File: src/rtl/ufr_pkg.sv
// ufr_pkg: shared types and constants of the update frame receiver
// frame geometry, register indexes, payload structs and controller states
// no dependencies; imported by update_frame_receiver_core and the testbench
package ufr_pkg;

  // frame geometry
  localparam int PAYLOAD_BYTES = 256;
  localparam int FRAME_BYTES   = PAYLOAD_BYTES + 2;
  localparam int WORDS         = PAYLOAD_BYTES / 4;
  localparam int POS_W         = $clog2(FRAME_BYTES);
  localparam int IDX_W         = (WORDS > 1) ? $clog2(WORDS) : 1;

  // configuration port
  localparam int CFG_INDEX_W = 2;
  localparam logic [CFG_INDEX_W-1:0] REG_BASE_ADDRESS = 2'd0;
  localparam logic [CFG_INDEX_W-1:0] REG_FRAME_TYPE   = 2'd1;
  localparam logic [7:0]             FRAME_TYPE_RESET = 8'd3;

  // result kinds
  localparam logic KIND_WORD   = 1'b0;
  localparam logic KIND_REJECT = 1'b1;

  typedef struct packed {
    logic [7:0] rx_byte;
    logic       restart;
  } in_item_t;

  typedef struct packed {
    logic        kind;
    logic [31:0] flash_address;
    logic [31:0] word;
    logic        last;
  } out_item_t;

  typedef enum logic [1:0] {
    ST_RECV  = 2'b01,
    ST_DRAIN = 2'b10
  } state_t;

endpackage

File: src/rtl/ufr_ram.sv
// ufr_ram: generic single-port-write, single-port-read synchronous ram
// read data is registered and updated only when re is high
// no dependencies
module ufr_ram #(
  parameter int WIDTH = 32,
  parameter int DEPTH = 64
) (
  input  logic                     clk,
  input  logic                     we,
  input  logic [$clog2(DEPTH)-1:0] waddr,
  input  logic [WIDTH-1:0]         wdata,
  input  logic                     re,
  input  logic [$clog2(DEPTH)-1:0] raddr,
  output logic [WIDTH-1:0]         rdata
);

  logic [WIDTH-1:0] mem [DEPTH];

  // write port
  always_ff @(posedge clk) begin
    if (we) begin
      mem[waddr] <= wdata;
    end
  end

  // registered read port
  always_ff @(posedge clk) begin
    if (re) begin
      rdata <= mem[raddr];
    end
  end

endmodule

File: src/rtl/update_frame_receiver_core.sv
// update_frame_receiver_core: firmware update frame receiver, top level
// receive bytes are taken while in_ready is high; the payload lives in a 64-word ram (ufr_ram)
// a good frame drains 64 words, each by a ram read then an output load, one read outstanding;
// the first word comes after the drain state and a ram read; a reject shows next cycle
// input is held off while draining; synchronous reset clears position, sum, offset, drain state,
// sets the configuration registers to their reset values, and leaves ram contents as is
module update_frame_receiver_core
  import ufr_pkg::*;
(
  input  logic                   clk,
  input  logic                   rst,
  input  logic                   in_valid,
  output logic                   in_ready,
  input  in_item_t               in_data,
  output logic                   out_valid,
  input  logic                   out_ready,
  output out_item_t              out_data,
  input  logic                   cfg_valid,
  output logic                   cfg_ready,
  input  logic [CFG_INDEX_W-1:0] cfg_index,
  input  logic [31:0]            cfg_data
);

  // configuration registers
  logic [31:0] base_address;
  logic [7:0]  frame_type;

  // frame state
  state_t           state;
  logic [POS_W-1:0] byte_position;
  logic [7:0]       running_sum;
  logic             type_matched;
  logic [31:0]      write_offset;
  logic [23:0]      stage;

  // drain control
  logic [IDX_W-1:0] drain_idx;
  logic             rd_pending;

  // ram ports
  logic             ram_we;
  logic [IDX_W-1:0] ram_waddr;
  logic [31:0]      ram_wdata;
  logic             ram_re;
  logic [31:0]      ram_rdata;

  // byte datapath
  logic             in_xfer;
  logic             at_check;
  logic [POS_W-1:0] pos_eff;
  logic [7:0]       sum_eff;
  logic [7:0]       sum_next;
  logic [POS_W-1:0] pay_idx;
  logic [POS_W-1:0] word_sel;
  logic [1:0]       lane;
  logic             is_check;
  logic             frame_ok;
  logic             issue;
  logic             drain_last;

  assign cfg_ready = 1'b1;

  // configuration writes
  always_ff @(posedge clk) begin
    if (rst) begin
      base_address <= '0;
      frame_type   <= FRAME_TYPE_RESET;
    end else if (cfg_valid) begin
      case (cfg_index)
        REG_BASE_ADDRESS: base_address <= cfg_data;
        REG_FRAME_TYPE:   frame_type   <= cfg_data[7:0];
        default: ;
      endcase
    end
  end

  // input side: hold off while draining, and a checksum byte while the output register is busy
  assign at_check = (byte_position >= POS_W'(FRAME_BYTES - 1));
  assign in_ready = (state == ST_RECV) && !(out_valid && at_check);
  assign in_xfer  = in_valid && in_ready;

  // position and sum after an optional restart
  assign pos_eff  = in_data.restart ? '0 : byte_position;
  assign sum_eff  = in_data.restart ? '0 : running_sum;
  assign sum_next = sum_eff + in_data.rx_byte;
  assign is_check = (pos_eff >= POS_W'(FRAME_BYTES - 1));
  assign frame_ok = type_matched && !in_data.restart && (running_sum == in_data.rx_byte);
  assign pay_idx  = pos_eff - POS_W'(1);
  assign word_sel = pay_idx >> 2;
  assign lane     = pay_idx[1:0];

  // full word written to the ram when its fourth byte arrives
  assign ram_we    = in_xfer && !is_check && (pos_eff != '0) && (lane == 2'd3)
                     && (word_sel < POS_W'(WORDS));
  assign ram_waddr = word_sel[IDX_W-1:0];
  assign ram_wdata = {in_data.rx_byte, stage};

  // drain read issue: one outstanding read, output register free at load time
  assign issue      = (state == ST_DRAIN) && !rd_pending && (!out_valid || out_ready);
  assign ram_re     = issue;
  assign drain_last = (drain_idx == IDX_W'(WORDS - 1));

  ufr_ram #(
    .WIDTH (32),
    .DEPTH (WORDS)
  ) u_payload_ram (
    .clk   (clk),
    .we    (ram_we),
    .waddr (ram_waddr),
    .wdata (ram_wdata),
    .re    (ram_re),
    .raddr (drain_idx),
    .rdata (ram_rdata)
  );

  // byte staging for the word under assembly
  always_ff @(posedge clk) begin
    if (in_xfer && !is_check && (pos_eff != '0)) begin
      case (lane)
        2'd0:    stage[7:0]   <= in_data.rx_byte;
        2'd1:    stage[15:8]  <= in_data.rx_byte;
        2'd2:    stage[23:16] <= in_data.rx_byte;
        default: ;
      endcase
    end
  end

  // frame tracking, drain sequencing and the output register
  always_ff @(posedge clk) begin
    if (rst) begin
      state         <= ST_RECV;
      byte_position <= '0;
      running_sum   <= '0;
      type_matched  <= 1'b0;
      write_offset  <= '0;
      drain_idx     <= '0;
      rd_pending    <= 1'b0;
      out_valid     <= 1'b0;
    end else begin
      // output transfer frees the register unless reloaded below
      if (out_valid && out_ready) begin
        out_valid <= 1'b0;
      end

      // received byte
      if (in_xfer) begin
        if (is_check) begin
          byte_position <= '0;
          running_sum   <= '0;
          type_matched  <= 1'b0;
          if (frame_ok) begin
            state     <= ST_DRAIN;
            drain_idx <= '0;
          end else begin
            out_valid              <= 1'b1;
            out_data.kind          <= KIND_REJECT;
            out_data.flash_address <= '0;
            out_data.word          <= '0;
            out_data.last          <= 1'b1;
          end
        end else begin
          if (pos_eff == '0) begin
            type_matched <= (in_data.rx_byte == frame_type);
          end else if (in_data.restart) begin
            type_matched <= 1'b0;
          end
          running_sum   <= sum_next;
          byte_position <= pos_eff + POS_W'(1);
        end
      end

      // drain: issue a read, then load the word into the output register
      if (issue) begin
        rd_pending <= 1'b1;
      end
      if (rd_pending) begin
        rd_pending             <= 1'b0;
        out_valid              <= 1'b1;
        out_data.kind          <= KIND_WORD;
        out_data.flash_address <= base_address + write_offset;
        out_data.word          <= ram_rdata;
        out_data.last          <= drain_last;
        write_offset           <= write_offset + 32'd4;
        if (drain_last) begin
          state <= ST_RECV;
        end else begin
          drain_idx <= drain_idx + IDX_W'(1);
        end
      end
    end
  end

endmodule

File: config.mk
export PLATFORM = sky130hd
export DESIGN_NAME = update_frame_receiver_core
export DESIGN_NICKNAME = d
export VERILOG_FILES = /design/src/rtl/ufr_pkg.sv /design/src/rtl/ufr_ram.sv /design/src/rtl/update_frame_receiver_core.sv
export SDC_FILE = /design/constraint.sdc
export NUM_CORES = 2
export LEC_CHECK = 0
export ABC_AREA = 1
export BUFFER_PORTS_ARGS = -buffer_cell sky130_fd_sc_hd__buf_2
export CAP_MARGIN = 20
export CORE_MARGIN = 4
export CORE_UTILIZATION = 55
export DETAILED_ROUTE_END_ITERATION = 16
export GPL_ROUTABILITY_DRIVEN = 0
export PLACE_DENSITY = 0.77
export SYNTH_ARGS = -nofsm -noshare
export SYNTH_HDL_FRONTEND = slang
export SYNTH_HIERARCHICAL = 1
export SYNTH_SLANG_ARGS = --single-unit
export TNS_END_PERCENT = 5
File: constraint.sdc
create_clock -name clk -period 18.4 [get_ports clk]
set_clock_uncertainty 0.2 [all_clocks]
set_input_delay 5.52 -clock clk [delete_from_list [all_inputs] [get_ports clk]]
set_output_delay 5.52 -clock clk [all_outputs]
set_load 0.05 [all_outputs]
# Yosys cells after proc, flatten, opt, wreduce, memory -nomap -nowiden
# Memory sizes are Yosys's and may differ from the RTL's. A register that Yosys moved wholly into a read port is not among the register bits.
# Index checks and enable logic that the tools add are counted.
classes:
  add_sub_neg: 6
  order_cmp: 3
  n_eq_ne: 10
  muxes: 29
  bitwise_logic: 1
  n_reduce_logical: 33
ops:
  columns: ["cell", "count"]
  rows:
  - ["$mux W66", 3]
  - ["$mux W65", 1]
  - ["$add A32 B3 Y32 const B", 1]
  - ["$add A32 B32 Y32", 1]
  - ["$mux W6", 5]
  - ["$ge A9 B9 Y1 const B", 2]
  - ["$mux W9", 2]
  - ["$eq A8 B8 Y1", 2]
  - ["$mux W8", 2]
  - ["$logic_and A1 B1 Y1", 12]
  - ["$reduce_and A2 Y1", 6]
  - ["$mux W1", 11]
  - ["$mux W2", 5]
  - ["$add A9 B1 Y9 const B", 1]
  - ["$logic_not A9 Y1", 1]
  - ["$reduce_bool A9 Y1", 1]
  - ["$sub A9 B1 Y9 const B", 1]
  - ["$add A8 B8 Y8", 1]
  - ["$lt A7 B7 Y1 const B", 1]
  - ["$add A6 B1 Y6 const B", 1]
  - ["$eq A2 B1 Y1 const B", 3]
  - ["$eq A2 B2 Y1 const B", 3]
  - ["$eq A6 B6 Y1 const B", 1]
  - ["$logic_not A1 Y1", 5]
  - ["other kinds (8)", 10]
word_totals:
  regBits: 190
  ram_bits: 2048
  inputBits: 48
  output_inout_bits: 69
  word_cells: 100
  mem_count: 1
mem_list:
  columns: ["name", "depth", "width", "rd", "rd_clocked_by_memory_dff", "write_ports", "line_no", "source"]
  rows:
  - ["u_payload_ram.mem", 64, 32, 1, 1, 1, "ufr_ram.sv:17", "logic [WIDTH-1:0] mem [DEPTH];"]

# Longest topological paths before layout
depth:
  word_depth: 11
  mapped_depth: 16
  mapped_depth_nobuf: 13

# By module
# Netlist, hierarchy kept.
by_module_without_submodules:
  columns: ["module", "n_inst", "cells_per_inst", "area_each_um2", "seq_area_each_um2"]
  rows:
  - ["ufr_ram", 1, 6769, 83058.4, 62459.9]
  - ["update_frame_receiver_core", 1, 1362, 10301.1, 4664.5]

# Worst setup path after synthesis
# OpenSTA, ideal clock, no wires.
synth_path:
  path_kind: "input to register"
  startpoint: "input port in_data[0] (netlist name)"
  endpoint: "memory u_payload_ram.mem[48][0], enable pin"
  t_arrival_ns: 10.625
  setup_slack_ns: 7.073
  path_stages: 15
  path_cell_list: "buf_6 clkbuf_1 nor2_1 inv_1 ha_1 inv_1 nor2_4 nand3_2 nand3_4 nor2_8 nand2_2 nor3_2 clkbuf_1 nand4_1 nor4_1"
synth_between:
  elab_chain_len: 9
  word_cells_on_any_way: 13
  classes_between: "1 x add/sub; 2 x order compare; 1 x eq/ne; 3 x mux; 6 x reduce/logical"
synth_rtl:
  columns: ["element", "line_no", "source"]
  rows:
  - ["start: declaration", "update_frame_receiver_core.sv:14", "input in_item_t in_data,"]
  - ["$mux W9 *", "update_frame_receiver_core.sv:83", "assign pos_eff = in_data.restart ? '0 : byte_position;"]
  - ["parallel branches: the longest is 5 deep, another holds $sub A9 B1 Y9", null, null]
  - ["$logic_and A1 B1 Y1 *", "update_frame_receiver_core.sv:94", "&& (word_sel < POS_W'(WORDS));"]
  - ["via ram_we", "update_frame_receiver_core.sv:41", "logic ram_we;"]
  - ["$mux W1 *", "ufr_ram.sv:21", "if (we) begin"]
  - ["$mux W1 (implied by the code) *", "ufr_ram.sv:22", "mem[waddr] <= wdata;"]
  - ["end: declaration", "ufr_ram.sv:17", null]
# Mark *: on every way through the listed nets, which the timed path passes.

# Worst setup path in the final report
layout_path:
  startpoint: "input port in_data[0] (netlist name)"
  endpoint: "memory u_payload_ram.mem[29][18], enable pin"
layout_between:
  word_cells_on_any_way: 13
  classes_between: "1 x add/sub; 2 x order compare; 1 x eq/ne; 3 x mux; 6 x reduce/logical"
layout_lines:
  columns: ["element", "line_no", "source"]
  rows:
  - ["$mux W9 *", "update_frame_receiver_core.sv:83", null]
  - ["$sub A9 B1 Y9 *", "update_frame_receiver_core.sv:88", "assign pay_idx = pos_eff - POS_W'(1);"]
  - ["via pay_idx[6]", "update_frame_receiver_core.sv:53", "logic [POS_W-1:0] pay_idx;"]
  - ["$lt A7 B7 Y1", "update_frame_receiver_core.sv:94", null]
  - ["$logic_and A1 B1 Y1", "update_frame_receiver_core.sv:94", null]
  - ["$mux W1", "ufr_ram.sv:21", null]
  - ["$mux W1 (implied by the code)", "ufr_ram.sv:22", null]
# The timed path passes the listed nets; every way through them passes the cells marked *.

==> metrics.md <==
| Metric | Value |
|---|---|
| Post-layout worst setup margin | 9.10 ns |
| Post-synthesis compound-gate area fraction | 1.13% |
| Leak pwr | 0.0364 uW |
| Avg WL per Cell | 24.3 um |
| Slew margin rel. | 20.1% |
| Most common cell after layout, fill and taps aside | sky130_fd_sc_hd__nand2_1 |
| Post-synthesis sequential area ratio | 71.9% |
| Endpoints failing setup | 0 |
| Die footprint | 176000 sq um |
| Wire length of the first global-routing pass | 376 mm |
| Fraction of the mapped netlist area in adder cells | 0.633% |
| Element type at the critical path start | input port |
| Synthesized instance count | 8131 |
| Share of the synthesized netlist area taken by xor and xnor gates | 0.300% |
| Path type of the worst min-delay path | reg2reg |
| Maximum clock insertion buffer count | 3 |
| Number of iterations in the first detailed-routing pass | 14 |
| Routed via count divided by cell count | 6.16 |
| CORE AREA | 168000 sq um |
| Max-capacitance violation count | 0 |
| Vias in the first global route | 60300 |
| Clk pin slew, worst setup/hold paths | 0.06 ns |
| Worst setup timing slack at the placement stage | 8.44 ns |
| Root cell of the clock tree | sky130_fd_sc_hd__clkbuf_16 |
| Maximum clock frequency | 108 MHz |
| Chip Height | 420 um |
| Residual DRC | 0 |
| CTS Hold Bufs | 0 |
| Overall global routing resource usage | 28.5% |
| Setup TNS | 0 ns |
| DRT iter0 DRCs | 10400 |
| ANT nets after route | 0 |
| HPWL after detailed placement | 145 mm |
| Netlist Area Pre-Place | 93400 sq um |
| Kind of critical path | in2reg |
| Count of pins over their slew limit | 0 |
| Synth-to-layout area growth | 9.73% |
| Number of levels the H-tree was split into | 4 |
| Total I/O pin count | 117 |
| Max FO, Critical Path | 32 |
| Fin nets | 8181 |
| Syn avg cell area | 11.5 sq um |
| Endpoint arrival time on the critical path | 9.54 ns |
| Final period util | 50.6% |
| Final min period | 9.30 ns |
| Total congestion overflow after global routing | 0 |
| DIE WIDTH | 420 um |
| Post-Synth Simple-Gate Area | 22.7% |
| Critical path capture point type | register |
| Power after layout | 9960 uW |
| Setup Fix Bufs, Post-CTS | 0 |
| Row count | 150 |
| Skew-Pair Late Insertion Delay | 0.85 ns |
| Portion of netlist area occupied by mux cells | 0% |
| Final std cells w/o fill | 10500 |
| Final hold violation count | 0 |
| Highest-count cells in the layout ignoring fill and taps | sky130_fd_sc_hd__nand2_1 (2571), sky130_fd_sc_hd__edfxtp_1 (2170), sky130_fd_sc_hd__nand3_1 (1958) |
| Worst-Margin Slew | 1.20 ns |
| Layout cell share with drive strength beyond 1 | 7.50% |
| P per Cell Area | 97.2 nW/um^2 |
| Num CTS Buffers | 211 |
| Netlist cell types | 45 |
| Clock sink count | 2268 |
| Post-synthesis register bit count | 2268 |
| Footprint of the flip-flops and latches | 67100 sq um |
| Fill count | 12400 |
| Number of gates resized after CTS | 0 |
| Starting density of the core | 55.6% |
| Maximum ir drop on the vdd rail | 81.3 uV |
| Combinational family with the most area after synthesis | simple AND/OR/NAND/NOR gates |
| RSZ-0062 raised after global routing | no |
| Number of buffers inserted by port buffering | 115 |
| Post-synthesis net count | 8225 |
| Routed vias | 64400 |
| Placed cell count | 10100 |
| Final routed wirelength across all metal layers | 255 mm |
| Data required time of the critical path | 18.64 ns |
| Status | completed |
| Area occupied by multi-input gates | 23600 sq um |
| CTS tree | done |
| YS warnings | 6 |
| Antenna violations before repair | 16 |
| Maximum number of pins on one net before global-route repair | 230 |
[worst paths after layout]
check	from	depth (start not counted)	endpoint	slack, ns
worst max-delay path	in_data[0]	10	u_payload_ram/mem[29][18]	9.10
worst min-delay path	running_sum[3]	2	running_sum[3]	0.28
worst max register to register	drain_idx[0]	12	u_payload_ram/rdata[10]	12.86
worst min register to register	running_sum[3]	2	running_sum[3]	0.28
[synth_stat cells (all sizes together)]
cell type | count | area share (%)
nand2 | 2575 | 10
edfxtp | 2170 | 70
nand3 | 1962 | 11
buf | 379 | 2.2
nor2 | 287 | 1.2
inv | 192 | 0.78
clkbuf | 101 | 0.41
dfxtp | 98 | 2.1
a21oi | 96 | 0.51
o21ai | 96 | 0.52
ha | 44 | 0.59
nand4 | 36 | 0.24
nor3 | 22 | 0.14
xor2 | 20 | 0.19
nor4 | 12 | 0.080
xnor2 | 12 | 0.11
nand3b | 7 | 0.056
or2 | 4 | 0.027
o21a | 3 | 0.024
o21bai | 3 | 0.024
fa | 2 | 0.043
nor3b | 2 | 0.016
o211ai | 2 | 0.016
o31ai | 2 | 0.016
a21o | 1 | 0.0080
a31oi | 1 | 0.0067
and2 | 1 | 0.0067
conb | 1 | 0.0040
[power by group]
part | leakage [uW] | internal [uW] | total, uW | switching [uW]
clock network | 0.00328 | 2400 | 4260 | 1850
logic | 0.0128 | 22.1 | 96.0 | 73.9
registers | 0.0203 | 5590 | 5600 | 6.21
[kinds of logic (layout without fill, tap and decap cells)]
family | after synthesis | in the layout
and+or+nand+nor | 4908 | 4908
other | 1 | 2
DFF | 2268 | 2268
xor gates and xnor gates | 32 | 32
adders and majority gates | 46 | 46
buffers and inverters | 672 | 803
AOI/OAI and AO/OA | 204 | 204
[sequential cells by signal (all words and copies together), names as in the netlist, 2 cells and up]
signal,cells
u_payload_ram/mem,2048
out_data,66
base_address,32
u_payload_ram/rdata,32
write_offset,30
stage,24
byte_position,9
frame_type,8
running_sum,8
drain_idx,6
state,2
[through the flow]
step | area (sq um) | util, % | hold WS, ns
global route | 102000 | 61.0 | 0.294
detailed placement | 95600 | 56.9 | 0.270
global placement | 95600 | 56.9 | 0.256
finish | 102000 | 61.0 | 0.283
CTS | 102000 | 60.9 | 0.280
floorplan | 93400 | - | 0.241
[worst max-delay path, cell delays in order]
cell	delay [ns]
sky130_fd_sc_hd__buf_2	0.35
sky130_fd_sc_hd__inv_4	0.15
sky130_fd_sc_hd__nand2_2	0.17
sky130_fd_sc_hd__ha_1	0.18
sky130_fd_sc_hd__inv_1	0.08
sky130_fd_sc_hd__nor2_1	0.25
sky130_fd_sc_hd__o21ai_0	0.18
sky130_fd_sc_hd__xor2_1	0.47
sky130_fd_sc_hd__nand3_1	0.96
sky130_fd_sc_hd__nor2_4	1.16
[final cells by class]
cell class	count	share of cell area, %
Sequential cell	2268	65.5
Inverter	192	0.745
Multi-Input combinational cell	5191	23.0
Antenna cell	1	0.00244
Clock buffer	269	5.44
Timing Repair Buffer	223	1.45
Tap cell	2204	2.69
Clock inverter	119	1.10
[routing by layer]
metal,GRT usage (%),share of wire [%]
met2,44.1,46
met3,6.77,13
met4,14.8,6.1
met1,37.7,35
met5,0,0.0031
Power figures use the tool's default switching activity.
